===== config.mk =====
export PLATFORM = sky130hd
export DESIGN_NAME = csef_ram
export DESIGN_NICKNAME = d
export VERILOG_FILES = /design/src/hdl/csef_ram.sv
export SDC_FILE = /design/constraint.sdc
export NUM_CORES = 2
export LEC_CHECK = 0
export BUFFER_PORTS_ARGS = -buffer_cell sky130_fd_sc_hd__buf_2
export CAP_MARGIN = 10
export CORE_ASPECT_RATIO = 0.75
export CORE_MARGIN = 8
export CORE_UTILIZATION = 60
export CTS_CLUSTER_SIZE = 14
export DETAILED_ROUTE_END_ITERATION = 8
export PLACE_DENSITY = 0.76
export REMOVE_ABC_BUFFERS = 1
export SYNTH_ARGS = -nofsm -noshare
export SYNTH_HDL_FRONTEND = slang
export SYNTH_SLANG_ARGS = --single-unit

===== constraint.sdc =====
create_clock -name clk -period 6.23 [get_ports clk]
set_clock_uncertainty 0.2 [all_clocks]
set_input_delay 0.623 -clock clk [delete_from_list [all_inputs] [get_ports clk]]
set_output_delay 0.623 -clock clk [all_outputs]
set_load 0.005 [all_outputs]

===== src/hdl/csef_ram.sv =====
`timescale 1ns / 1ps
// Generic single-port-write, single-port-read RAM with registered read data.
// Stands alone; no package needed.
module csef_ram #(
  parameter int WIDTH = 8,
  parameter int DEPTH = 256
) (
  input  logic                     clk,
  input  logic                     we,
  input  logic [$clog2(DEPTH)-1:0] waddr,
  input  logic [WIDTH-1:0]         wdata,
  input  logic                     re,
  input  logic [$clog2(DEPTH)-1:0] raddr,
  output logic [WIDTH-1:0]         rdata
);

  logic [WIDTH-1:0] mem [DEPTH];

  always_ff @(posedge clk) begin
    if (we) begin
      mem[waddr] <= wdata;
    end
    if (re) begin
      rdata <= mem[raddr];
    end
  end

endmodule


==> results.toml <==
[grt]
antenna_found_initial = 13
grt_pass1_wl_um = 281200
grt_pass1_vias = 39120
global_route.usage.total_pct = 26.60
grt_max_degree = 215
grt.overflow.total = 0

[logic_synthesis]
synth_area_per_cell_um2 = 21.33
synthArstFlopShare_pct = 0
netlist_area_um2 = 79640
ys_ff_latch = 2056
syn_inst = 3733
ys_types = 54
seq_area_frac_synth_pct = 77.53
synth_edf_count = 2056
synth_top_flop_cell = "edfxtp_1"
yosysWarnings = 0

[place]
place_hpwl_um = 115800
gp_congestion = 0.8602
portBuffers = 34
dpl_worst_slack_ns = 1.521

[sta]
finalCritPeriodShare_pct = 65.78
fin_ws_ns = 2.132
tightest_slew_ns = 1.409
hold_ws_ns = 0.1086
rsz0062_at_grt = "false"
min_period_ns = 4.098
slew_headroom_pct = 5.167
fin_setup_tns_ns = 0
final-hold-violation-count = 0
fmax_ghz = 0.2440
slew_violations = 0
setup_viol = 0

[power_and_ir_drop]
seqPwrFrac_pct = 56.3
p_switching_mw = 5.745
ir_drop_mv = 0.2608
p_comb_share_pct = 5.0
leakage_nw = 26.61
clkPwrFrac_pct = 38.7
pwr_density_cell_nw_per_um2 = 311.7
switching_share_pct = 21.19
p_int_mw = 21.37

[floorplanning]
initial_core_util_pct = 60.62
die_w_um = 436.7
io_pins = 35
rows = 115
coreArea_um2 = 131400
dieArea_um2 = 144800
die_h_um = 331.5

[setup_path]
worstSetupEndpointType = "flip-flop"
reg2reg_slack_ns = 2.80
r2r_cells = 6
start_kind = "input pin"
required_ns = 6.63
cp_cell_sequence = "buf_4 > clkinv_1 > buf_4 > nor2_2 > buf_4 > a22oi_1 > a21oi_1 > nor4_1 > buf_4 > nor4_1"
path_class = "input pin to flip-flop"
arrival_ns = 4.50
crit_slowest_cell = "a21oi_1"
path_common_cell = "buf_4"
cpPeakStageDelay_ns = 0.62
critPathMaxFanout = 39

[clocking]
clock-sinks = 2056
clock_path_buffers = 3
htreeDepth = 4
ctsResizeCount = 0
cts_hold_buf = 0
clk_pin_slew_ns = 0.06
cts_buffers = 180
cts_tree = "yes"
post_cts_buffers = 0
cts_root_buf = "clkbuf_16"
insertion_delay_ns = 0.81

[final_layout]
fin_nets = 3840
area_growth_pct = 9.243
postLayoutCoreUtil_pct = 66.22
final.fill_count = 8070
drive_gt1_share_pct = 20.90

[drt]
first_pass_iters = 6
wl_per_cell_um = 34.17
viasPerCell = 7.024
drc_errors = 0
wirelength_um = 194600
final_antenna_net_count = 0
vias = 40010
drt_iter0_drc = 6810

[run_status]
status = "complete, no violations"

[min_path]
hold_depth = 1
worstHoldPathType = "input pin to flip-flop"

[flow_run]
max_cap_viol_count = 0
-- power by group through the flow --
stage          Combinational (mW)  Clock [mW]  Sequential, mW
4_1_cts                      1.35        10.5            15.3
3_3_place_gp                 1.31           0            15.6
5_1_grt                      1.42        11.1            15.3
3_5_place_dp                 1.34           0            15.6
6_report                     1.37        10.5            15.3
2_1_floorplan               0.535           0            15.6
-- flip-flops by register name (all words and copies together), names as in the netlist --
| register | count |
|---|---|
| mem | 2048 |
| rdata | 8 |
-- worst max-delay path, delay by kind of cell --
kind | cells | cell delay (ns)
compound gates | 2 | 0.74
buf+inv | 5 | 2.02
simple gates | 3 | 1.00
-- cell usage after synthesis, drive strengths merged, types with 2 or more instances --
library cell / n / area share [%]
nor2: 282 / 1.3
o221ai: 47 / 0.52
mux2i: 134 / 1.7
edfxtp: 2056 / 78
nand2b: 8 / 0.063
o22ai: 28 / 0.22
a2111oi: 5 / 0.066
mux4: 456 / 13
o211ai: 10 / 0.094
a311oi: 2 / 0.022
nand3: 34 / 0.21
a221oi: 14 / 0.16
a31oi: 2 / 0.016
buf: 122 / 1.3
or2: 4 / 0.031
o21ai: 12 / 0.075
a22oi: 133 / 1.3
a22o: 8 / 0.088
a211oi: 16 / 0.15
and2: 6 / 0.047
nor4: 27 / 0.24
nand2: 33 / 0.16
o22a: 5 / 0.055
nor2b: 31 / 0.24
nor3: 22 / 0.14
and3b: 2 / 0.022
o32ai: 5 / 0.064
a21oi: 96 / 0.60
clkbuf: 111 / 0.52
nand3b: 2 / 0.019
nand4: 10 / 0.079
-- final cells by class --
type	instances	area, um^2	area share (%)
antenna	3	7.507	0.008629
clock inverter	76	555.5	0.6386
multi-input combinational	1442	16480	18.95
clock buffer	231	4802	5.520
timing repair buffer	131	1206	1.386
inverter	2	7.507	0.008629
tap	1755	2196	2.524
sequential	2056	61740	70.97
-- path summary, 6_finish.rpt --
| check | start | to |
|---|---|---|
| setup reg to reg | mem[77][7] | rdata[7] |
| hold / removal | wdata[4] | mem[202][4] |
| setup / recovery | raddr[2] | rdata[7] |
| hold reg to reg | mem[60][0] | rdata[0] |
-- kinds of logic (layout without fill, tap and decap cells) --
logic type             after synthesis  in the layout  share of synthesized area, %
AO/OA/AOI/OAI                      385            385                         3.416
multiplexers                       591            591                         14.60
buffers and inverters              235            440                         1.829
other                                0              3                             0
AND/OR/NAND/NOR                    466            466                         2.625
flip-flops                        2056           2056                         77.53
-- stage by stage --
stage / instance area, um^2 / power (mW) / instances
floorplan: 78190 / 16.09 / 3500
global route: 86990 / 27.75 / 5695
global placement: 81600 / 16.88 / 5381
CTS: 86980 / 27.14 / 5691
detailed placement: 81620 / 16.91 / 5384
finish: 87000 / 27.12 / 5696
-- metal layers --
layer	up-vias	wire length (um)	GRT usage [%]
met1	20820	74160	40.10
met3	385	27560	7.854
met5	-	56	0
li1	15820	-	-
met2	2977	86470	38.11
met4	8	6381	8.118
-- cell usage in the layout, fill, tap and decap left out, drive strengths merged, types with 27 or more instances in the layout --
cell    synthesis  final
edfxtp       2056   2056
nand2          33     33
a21oi          96     96
o221ai         47     47
a22oi         133    133
nor2b          31     31
clkinv          1     65
mux2i         134    134
mux4          456    456
o22ai          28     28
nand3          34     34
nor4           27     27
nor2          282    282
buf           122    122
clkbuf        111    240
Note: power is estimated with default switching activity, not from simulation.
