===== src/hdl/csef_pkg.sv =====
`timescale 1ns / 1ps
// Shared types and constants for the column surface edge finder.
// Used by csef_scan and the top level; depends on nothing.
package csef_pkg;

  localparam int LOG_W  = 15;
  localparam int GRAD_W = 20;
  localparam int STOP_W = 19;
  localparam int ROW_W  = 8;
  localparam int CFG_INDEX_W = 2;
  localparam int CFG_DATA_W  = 19;
  localparam int SAMPLE_W    = LOG_W + GRAD_W;

  localparam logic [LOG_W-1:0]  EMBED_RESET  = 15'd5018;
  localparam logic [LOG_W-1:0]  SAMPLE_RESET = 15'd5222;
  localparam logic [STOP_W-1:0] STOP_RESET   = 19'd5120;

  typedef enum logic [CFG_INDEX_W-1:0] {
    CFG_EMBED  = 2'd0,
    CFG_SAMPLE = 2'd1,
    CFG_STOP   = 2'd2
  } cfg_reg_t;

  typedef struct packed {
    logic [LOG_W-1:0]         log_value;
    logic signed [GRAD_W-1:0] grad_value;
    logic                     last_row;
  } in_word_t;

  typedef struct packed {
    logic [ROW_W-1:0] top_row;
    logic [ROW_W-1:0] bottom_row;
  } out_word_t;

  typedef struct packed {
    logic [LOG_W-1:0]  embed_threshold;
    logic [LOG_W-1:0]  sample_threshold;
    logic [STOP_W-1:0] gradient_stop;
  } cfg_t;

endpackage


===== src/hdl/csef_scan.sv =====
`timescale 1ns / 1ps
// Scan sequencer: run search and gradient peak walk over the stored column.
// Depends on csef_pkg; reads the column RAM one row per read state.
module csef_scan import csef_pkg::*; #(
  parameter int MAX_ROWS    = 256,
  parameter int RUN_LENGTH  = 5,
  parameter int PEAK_WINDOW = 10
) (
  input  logic                            clk,
  input  logic                            rst,
  input  cfg_t                            cfg,
  input  logic                            start,
  input  logic [$clog2(MAX_ROWS+1)-1:0]   rows,
  output logic                            busy,
  output logic                            rd_en,
  output logic [$clog2(MAX_ROWS)-1:0]     rd_addr,
  input  logic [SAMPLE_W-1:0]             rd_data,
  output logic                            done,
  input  logic                            res_ready,
  output out_word_t                       result
);

  localparam int AW  = $clog2(MAX_ROWS);
  localparam int CW  = $clog2(MAX_ROWS + 1);
  localparam int RLW = $clog2(RUN_LENGTH + 1);
  localparam int KW  = $clog2(PEAK_WINDOW);

  typedef enum logic [3:0] {
    S_IDLE, S_TOP_RD, S_TOP_EV, S_TW_RD, S_TW_EV,
    S_BOT_RD, S_BOT_EV, S_BW_RD, S_BW_EV, S_DONE
  } state_t;

  state_t                   state;
  logic [CW-1:0]            h;
  logic [AW-1:0]            idx;
  logic [RLW-1:0]           run_cnt;
  logic [KW-1:0]            kcnt;
  logic signed [GRAD_W-1:0] peak;
  logic [AW-1:0]            best;
  logic [ROW_W-1:0]         top_row;
  logic [ROW_W-1:0]         bottom_row;

  logic [LOG_W-1:0]         d_log;
  logic signed [GRAD_W-1:0] d_grad;
  logic [RLW-1:0]           run_cnt_next;
  logic signed [GRAD_W-1:0] stop_pos;
  logic signed [GRAD_W-1:0] stop_neg;
  logic [CW-1:0]            idx_w;
  logic                     walk_down;
  logic                     at_edge;
  logic                     walk_end;
  logic                     over_sample;
  logic                     improves;
  logic                     past_stop;
  logic                     walk_leave;
  logic                     take_peak;
  logic [AW-1:0]            walk_row;

  function automatic logic [ROW_W-1:0] h9_sat(input logic [8:0] v);
    h9_sat = v[8] ? {ROW_W{1'b1}} : v[ROW_W-1:0];
  endfunction

  assign d_log    = rd_data[SAMPLE_W-1:GRAD_W];
  assign d_grad   = $signed(rd_data[GRAD_W-1:0]);
  assign stop_pos = $signed({1'b0, cfg.gradient_stop});
  assign stop_neg = -stop_pos;
  assign idx_w    = CW'(idx);

  // Run counter: a run opens on a row strictly above the embedding level and
  // grows while rows stay at or above it.
  always_comb begin
    if (d_log < cfg.embed_threshold) begin
      run_cnt_next = '0;
    end else if (run_cnt != '0) begin
      run_cnt_next = run_cnt + RLW'(1);
    end else if (d_log > cfg.embed_threshold) begin
      run_cnt_next = RLW'(1);
    end else begin
      run_cnt_next = '0;
    end
  end

  // Peak walk decisions for the row now on the read data.
  always_comb begin
    walk_down   = (state == S_TW_EV);
    at_edge     = walk_down ? (idx_w == h - CW'(1)) : (idx == '0);
    walk_end    = at_edge || (kcnt == KW'(PEAK_WINDOW - 1));
    over_sample = d_log > cfg.sample_threshold;
    improves    = walk_down ? (d_grad > peak) : (d_grad < peak);
    past_stop   = walk_down ? (peak > stop_pos) : (peak < stop_neg);
    // the run start seeds the peak; a bright row ends the walk on itself
    if (kcnt == '0) begin
      walk_leave = walk_end;
    end else if (over_sample) begin
      walk_leave = 1'b1;
    end else if (improves) begin
      walk_leave = walk_end;
    end else begin
      walk_leave = past_stop || walk_end;
    end
    take_peak = (kcnt == '0) || (!over_sample && improves);
    walk_row  = (kcnt == '0 || over_sample || improves) ? idx : best;
  end

  assign busy    = (state != S_IDLE);
  assign rd_en   = (state == S_TOP_RD) || (state == S_TW_RD) ||
                   (state == S_BOT_RD) || (state == S_BW_RD);
  assign rd_addr = idx;
  assign done    = (state == S_DONE);
  assign result  = '{top_row: top_row, bottom_row: bottom_row};

  always_ff @(posedge clk) begin
    if (rst) begin
      state <= S_IDLE;
    end else begin
      case (state)
        S_IDLE: begin
          if (start) begin
            h          <= rows;
            top_row    <= '0;
            bottom_row <= h9_sat(9'(rows));
            idx        <= '0;
            run_cnt    <= '0;
            // too few rows for a run: no edge on either side
            state      <= (rows < CW'(RUN_LENGTH + 1)) ? S_DONE : S_TOP_RD;
          end
        end
        S_TOP_RD: state <= S_TOP_EV;
        S_TOP_EV: begin
          if (run_cnt_next == RLW'(RUN_LENGTH)) begin
            run_cnt <= run_cnt_next;
            idx     <= idx - AW'(RUN_LENGTH - 1);
            kcnt    <= '0;
            state   <= S_TW_RD;
          end else if (idx_w == h - CW'(2)) begin
            // no run in the upper part: start the bottom scan at the last row
            run_cnt <= '0;
            idx     <= AW'(h - CW'(1));
            state   <= S_BOT_RD;
          end else begin
            run_cnt <= run_cnt_next;
            idx     <= idx + AW'(1);
            state   <= S_TOP_RD;
          end
        end
        S_TW_RD: state <= S_TW_EV;
        S_TW_EV, S_BW_EV: begin
          if (take_peak) begin
            peak <= d_grad;
            best <= idx;
          end
          if (!walk_leave) begin
            // advance the walk one row away from the run start
            idx   <= walk_down ? idx + AW'(1) : idx - AW'(1);
            kcnt  <= kcnt + KW'(1);
            state <= walk_down ? S_TW_RD : S_BW_RD;
          end else if (walk_down) begin
            // record the top edge and hand over to the bottom scan
            top_row <= ROW_W'(walk_row);
            idx     <= AW'(h - CW'(1));
            run_cnt <= '0;
            state   <= S_BOT_RD;
          end else begin
            bottom_row <= ROW_W'(walk_row);
            state      <= S_DONE;
          end
        end
        S_BOT_RD: state <= S_BOT_EV;
        S_BOT_EV: begin
          run_cnt <= run_cnt_next;
          if (run_cnt_next == RLW'(RUN_LENGTH)) begin
            idx   <= idx + AW'(RUN_LENGTH - 1);
            kcnt  <= '0;
            state <= S_BW_RD;
          end else if (idx == AW'(1)) begin
            state <= S_DONE;
          end else begin
            idx   <= idx - AW'(1);
            state <= S_BOT_RD;
          end
        end
        S_BW_RD: state <= S_BW_EV;
        S_DONE: begin
          if (res_ready) begin
            state <= S_IDLE;
          end
        end
        default: state <= S_IDLE;
      endcase
    end
  end

endmodule


===== config.mk =====
export PLATFORM = sky130hd
export DESIGN_NAME = csef_scan
export DESIGN_NICKNAME = d
export VERILOG_FILES = /design/src/hdl/csef_pkg.sv /design/src/hdl/csef_scan.sv
export SDC_FILE = /design/constraint.sdc
export NUM_CORES = 1
export LEC_CHECK = 0
export BUFFER_PORTS_ARGS = -buffer_cell sky130_fd_sc_hd__buf_2
export CAP_MARGIN = 20
export CELL_PAD_IN_SITES_DETAIL_PLACEMENT = 0
export CELL_PAD_IN_SITES_GLOBAL_PLACEMENT = 2
export CORE_MARGIN = 2
export CORE_UTILIZATION = 38
export CTS_BUF_LIST = sky130_fd_sc_hd__clkbuf_2
export DETAILED_ROUTE_END_ITERATION = 12
export PLACE_DENSITY_LB_ADDON = 0.2
export SLEW_MARGIN = 20
export SYNTH_ARGS = -nofsm -noshare
export SYNTH_HDL_FRONTEND = slang
export SYNTH_SLANG_ARGS = --single-unit
export TNS_END_PERCENT = 50

===== constraint.sdc =====
create_clock -name clk -period 12.5 [get_ports clk]
set_input_delay 2.5 -clock clk [delete_from_list [all_inputs] [get_ports clk]]
set_output_delay 2.5 -clock clk [all_outputs]
set_load 0.02 [all_outputs]

==> results of run 1 <==
## kinds of logic after synthesis
kind of cell,count (synthesis),share of synthesized area [%]
AND/OR/NAND/NOR,239,18.27
AO/OA/AOI/OAI,164,15.05
buffers and inverters,125,7.042
adder cells (fa/ha/maj),103,18.84
flip-flops,72,31.02
XOR/XNOR,59,7.554
multiplexers,15,2.213
## critical path, delay by kind of cell
kind | cells | cell delay, ns
buffers and inverters | 3 | 0.45
AND/OR/NAND/NOR | 11 | 2.78
AO/OA/AOI/OAI | 4 | 0.96
XOR/XNOR | 1 | 0.17
adder cells (fa/ha/maj) | 2 | 0.50
## layout make-up
cell class,instances,area [µm²]
sequential,72,2122
timing repair buffer,131,675.6
clock buffer,9,45.04
inverter,94,352.8
tap,229,286.5
fill,1764,10040
clock inverter,7,63.81
antenna,1,2.502
multi-input combinational,580,4253
## layout by cell type (no fill, tap or decap), types with 7 or more instances in the layout
| master | instances |
|---|---|
| inv_1 | 93 |
| nand4_1 | 17 |
| nand2_1 | 41 |
| o211ai_1 | 7 |
| buf_2 | 123 |
| nor2_1 | 53 |
| nor3b_1 | 7 |
| a211oi_1 | 11 |
| a21o_1 | 8 |
| clkbuf_2 | 9 |
| nor4_1 | 11 |
| and3_1 | 8 |
| a21oi_1 | 55 |
| nand3_1 | 29 |
| a31oi_1 | 10 |
| xor2_1 | 11 |
| or3_1 | 7 |
| edfxtp_1 | 68 |
| o21ai_0 | 37 |
| nor2b_1 | 8 |
| nor3_1 | 29 |
| buf_4 | 8 |
| ha_1 | 103 |
| mux2i_1 | 14 |
| xnor2_1 | 48 |
## registers in the layout (all words and copies together) (netlist names)
name        count
best            8
bottom_row      8
h               9
kcnt            4
peak           20
rd_addr         8
run_cnt         3
state           4
top_row         8
## worst min-delay path by stage
stage / cells past startpoint / slack, ns / end / start
2_1_floorplan: 2 / 0.55 / top_row[0] / best[0]
3_3_place_gp: 2 / 0.61 / top_row[7] / best[7]
3_5_place_dp: 2 / 0.59 / top_row[3] / best[3]
4_1_cts: 2 / 0.65 / top_row[7] / best[7]
5_1_grt: 2 / 0.69 / top_row[1] / best[1]
6_report: 2 / 0.64 / top_row[7] / best[7]
## per-layer routing
layer	global-route usage (%)	up-vias	share of wire (%)
met5	0	-	0
met4	6.391	0	2.2
met3	4.503	32	6.4
met2	32.13	195	45
met1	28.16	2952	47
li1	-	3049	-
## stage by stage
step	area, µm²	utilization [%]	total power, W	hold slack [ns]
finish	7801	43.73	0.0005779	0.6449
global route	7801	43.73	0.0006115	0.6867
CTS	7799	43.71	0.0005826	0.6477
detailed placement	7690	43.10	0.0004447	0.5920
global placement	7690	43.10	0.0004415	0.6110
floorplan	6840	-	0.0003880	0.5515
## where the power goes
part / internal (W) / total [W] / switching, W
clock: 0.0000308 / 0.000137 / 0.000107
combinational: 0.0000635 / 0.000154 / 0.0000903
sequential: 0.000274 / 0.000287 / 0.0000131
==> reports/summary.txt, run 1 <==
Global-route wire length before repair: 31.66 mm
Post-DR wirelength/cell: 17.57 µm
# IOs: 124
Via count: 6228
1st-iter DRT viols: 532
H-tree levels: 3
Slew HR: 36.53%
Slew @ Worst Pin: 0.9469 ns
Clk_lat worst skew: 0.61 ns
Power density over the cells: 74.08 nW/µm²
Vias in the first global route: 6114
Final ANT Viol Nets: 0
Commonest cells post-synth: 103 x ha_1, 93 x inv_1, 68 x edfxtp_1
R2R setup slack: 8.31 ns
Die width: 138.2 µm
# setup viols final: 0
Peak supply drop: 0.03893 mV
Synth warn: 0
Initial antenna violation count: 1
Largest net degree at the start of global routing: 29
Die area: 19090 µm²
Most common cell in the netlist: ha_1
Syn Std Cell Area: 6840 µm²
Final period utilization: 56.24%
Placement Rows: 49
Setup crit end: rd_addr[0]
Clock buffer depth: 2
Fin cells: 1123
Setup_tns: 0 ns
Root buffer cell: clkbuf_2
Die height: 138.2 µm
Detailed Routing Iterations Pass 1: 5
Post-synthesis sequential area ratio: 31.02%
Reg-to-reg startpoint: state[0]
Final hold violations: 0
Port-buffer cells: 123
Post-CTS setup repair buffer count: 0
Seq cells post-synth: 72
Gpl congestion: 0.8967
Post-Route WL: 19.74 mm
Total leakage power: 3.420 nW
Area Overhead vs Synth: 14.05%
CP Capture Type: register
Global route overflow: 0
Share of cells above drive strength 1: 17.92%
CTS buffer count: 9
Top_reg_cell synth: edfxtp_1
Largest area contributor in the netlist: edfxtp_1
Highest clock rate: 142.3 MHz
Top cell type's share of synthesized area: 29.85%
CTS Sinks: 72
Crit path from: cfg[3]
CTS clk-pin slew, worst paths: 0.25 ns
Post-Syn Instances: 777
Synth area leaders: edfxtp_1 30%, ha_1 19%, xnor2_1 6.1%, inv_1 5.1%, a21oi_1 4.0%
Placed cell count: 1106
GRT Total Usage: 20.44%
Fin crit period: 7.030 ns
CTS resizes: 0
CP Data Required Time: 12.85 ns
Cell breakdown of the critical path: buf_2 > inv_1 > nand3_1 > nor4_1 > nand3_1 > nor4_1 > nand2b_1 > xnor2_1 > ha_1 > nand4_1 > nor4_1 > o31ai_1 > and3_1 > nor3_1 > o22a_1 > nand2_1 > ha_1 > a22o_1 > a2111oi_1 > buf_4 > and2_1
Via density per instance: 5.546
R2r worst-path depth: 13
Placeable Area: 17840 µm²
Number of remaining DRC errors: 0
Worst-path maximum fanout: 7
Number of synthesized flops with an enable pin: 68
Max_cap viols: 0
RSZ-0062 raised after global routing: false
Most common cell on crit path: nor4_1
CP arrival: 7.38 ns
NumNets Final: 1088
Post-route setup slack: 5.470 ns
Final Slew Violations: 0
HP Class: reg2reg
Fraction of registers with async set/reset: 0%
Max stage delay cell, worst path: nor4_1
Dpl ws: 4.865 ns
Setup Crit Path Kind: in2reg
Cts hold-fix bufs: 0
CP Launch Type: input port
CTS tree: yes
Reg2reg end: rd_addr[0]
Syn Nets: 977
Initial core utilization: 38.34%
DP HPWL: 15.53 mm
Synth Area per Inst: 8.803 µm²
Status: finished clean
Post-synth cell types: 60
Clock Skew: 0.03862 ns
CP peak stage delay: 0.60 ns
(Power assumes the default switching activity.)
==> run 2: changes to the inputs <==
Settings changed: CORE_UTILIZATION 38 to 32.
Clock period 12.5 ns to 5.75 ns, I/O delays scaled along.
==> run 2 against run 1 <==
Core utilization shrank 5.8 points. Critical endpoint is now rd_addr[3]. Register-to-register slack lost 7.0 ns. Via count shrank 0.90%. Total power grew 140%. Combinational power grew 120%. Largest cell class unchanged.
==> reports/summary.txt, run 2 (synthesis gave the netlist of run 1 again) <==
R2R setup slack: 1.34 ns (-6.97 ns)
Via density per instance: 5.253 (-5.3%)
Vias in the first global route: 6352 (+3.9%)
Reg-to-reg startpoint: state[2]
Area Overhead vs Synth: 16.48%
# IOs: 124 (unchanged)
Fin cells: 1175 (+4.6%)
Slew HR: 34.32% (-2.2 points)
Post-DR wirelength/cell: 17.34 µm (-1.3%)
# setup viols final: 0 (unchanged)
Total leakage power: 3.477 nW (+1.7%)
Setup crit end: rd_addr[3]
Peak supply drop: 0.1319 mV (+240%)
CP arrival: 5.47 ns (-1.91 ns)
Largest net degree at the start of global routing: 29 (unchanged)
Via count: 6172 (-0.90%)
Port-buffer cells: 123 (unchanged)
DP HPWL: 16.50 mm (+6.3%)
CTS tree: yes
Crit path from: cfg[2]
Die area: 22560 µm² (+18%)
Final hold violations: 0 (unchanged)
Fin crit period: 5.153 ns
Die width: 150.2 µm (+8.7%)
Clock Skew: 0.05000 ns (+0.01137 ns)
Gpl congestion: 0.8543 (-4.7%)
CTS buffer count: 9 (unchanged)
R2r worst-path depth: 11 (-2)
Initial core utilization: 32.54% (-5.8 points)
Final instance area: 7968 µm² (+2.1%)
Initial antenna violation count: 1 (unchanged)
Placed cell count: 1157 (+4.6%)
Die height: 150.2 µm (+8.7%)
Commonest non-fill, non-tap cell in the layout: buf_2
GRT Total Usage: 18.28% (-2.2 points)
Global route overflow: 0 (unchanged)
Setup Crit Path Kind: in2reg
Number of flip-flops in the largest register: 20 (unchanged)
Placement Rows: 53 (+8.2%)
Post-route setup slack: 0.5967 ns (-4.874 ns)
Placeable Area: 21020 µm² (+18%)
1st-iter DRT viols: 353 (-34%)
HP Class: reg2reg
Max_cap viols: 0 (unchanged)
Final ANT Viol Nets: 0 (unchanged)
Clock buffer depth: 2 (unchanged)
Slew @ Worst Pin: 0.9798 ns (+0.03292 ns)
Worst-path maximum fanout: 6 (-1)
Post-CTS setup repair buffer count: 0 (unchanged)
RSZ-0062 raised after global routing: false
Post-Route WL: 20.38 mm (+3.3%)
Clk_lat worst skew: 0.58 ns (-0.03 ns)
Root buffer cell: clkbuf_2
CP Capture Type: register
Power density over the cells: 171.4 nW/µm² (+130%)
Global-route wire length before repair: 32.17 mm (+1.6%)
CTS Sinks: 72 (unchanged)
Share of cells above drive strength 1: 18.60% (+0.68 points)
H-tree levels: 3 (unchanged)
Reg2reg end: rd_addr[3]
Most frequent cells in the layout: 123 x buf_2, 103 x ha_1, 93 x inv_1, 68 x edfxtp_1, 55 x a21oi_1
Placed Instance Area: 7791 µm² (+1.3%)
Number of remaining DRC errors: 0 (unchanged)
CP Data Required Time: 6.06 ns (-6.79 ns)
Share of the core filled with cells: 37.90% (-5.8 points)
Largest Register: peak
Highest clock rate: 194.1 MHz
Detailed Routing Iterations Pass 1: 5 (unchanged)
Final Slew Violations: 0 (unchanged)
CTS clk-pin slew, worst paths: 0.23 ns (-0.02 ns)
Dpl ws: -0.1697 ns (-5.035 ns)
Top Registers: peak (20), h (9)
Final period utilization: 89.62%
NumNets Final: 1093 (+0.46%)
CP Launch Type: input port
Status: finished clean
-- run 2: cell count changes in the layout (fill, tap and decap cells not counted), sizes merged --
| cell | delta |
|---|---|
| clkbuf | +1 |
| inv | -3 |
| buf | +5 |
| diode | +1 |
| clkinvlp | -1 |
| bufinv | +3 |
-- run 2: routing by layer --
layer | global-route usage (%) | part of all wire (%)
met5 | 0 | 0
met4 | 5.094 | 1.9
met3 | 3.303 | 4.4
met2 | 32.33 | 50
met1 | 22.78 | 44
-- run 2: worst min-delay path by stage --
stage / startpoint / end / cells after the start
floorplan: best[0] / top_row[0] / 2
global placement: best[4] / top_row[4] / 2
detailed placement: best[0] / top_row[0] / 2
CTS: best[0] / top_row[0] / 2
global route: rd_data[14] / peak[14] / 1
finish: best[5] / top_row[5] / 2
-- run 2: metrics by stage --
| step | hold slack [ns] | TNS, ns | total power [W] |
|---|---|---|---|
| floorplan | 0.5515 | 0 | 0.0008437 |
| global placement | 0.5905 | 0 | 0.0009682 |
| detailed placement | 0.5979 | -1.334 | 0.0009727 |
| CTS | 0.6415 | 0 | 0.001382 |
| global route | 0.6787 | 0 | 0.001448 |
| finish | 0.6363 | 0 | 0.001366 |
-- run 2: critical path: stages --
cell	delay, ns
buf_2	0.12
inv_1	0.09
nand3_1	0.14
nor4_2	0.24
and4_1	0.27
nand3_1	0.17
nor4_1	0.27
xnor2_1	0.11
ha_1	0.32
nand4_1	0.14
nor4_1	0.31
o31ai_1	0.14
and3_1	0.19
nor3_1	0.28
o22a_1	0.29
nand2_1	0.11
ha_1	0.21
a22o_1	0.24
a2111oi_1	0.42
buf_4	0.25
-- run 2: repair_timing --
action / CTS / global route
setup endpoints to repair: 0 / 6
hold buffers: 0 / 0
resized for setup: 0 / 1
-- run 2: report_power, final --
group	internal, W	switching, W	leakage, nW	total (W)
Sequential	0.000595	0.0000330	0.657	0.000628
Clock	0.000191	0.000213	0.0927	0.000405
Combinational	0.000139	0.000195	2.73	0.000334
Total	0.000925	0.000441	3.48	0.00137
-- run 2: cell type report --
class                      instances  area (µm²)
sequential                        72        2122
antenna                            2       5.005
tap                              275       344.1
timing repair buffer             136       713.2
clock inverter                     6       115.1
multi-input combinational        580        4265
inverter                          94       352.8
clock buffer                      10       50.05
fill                            2173       13050
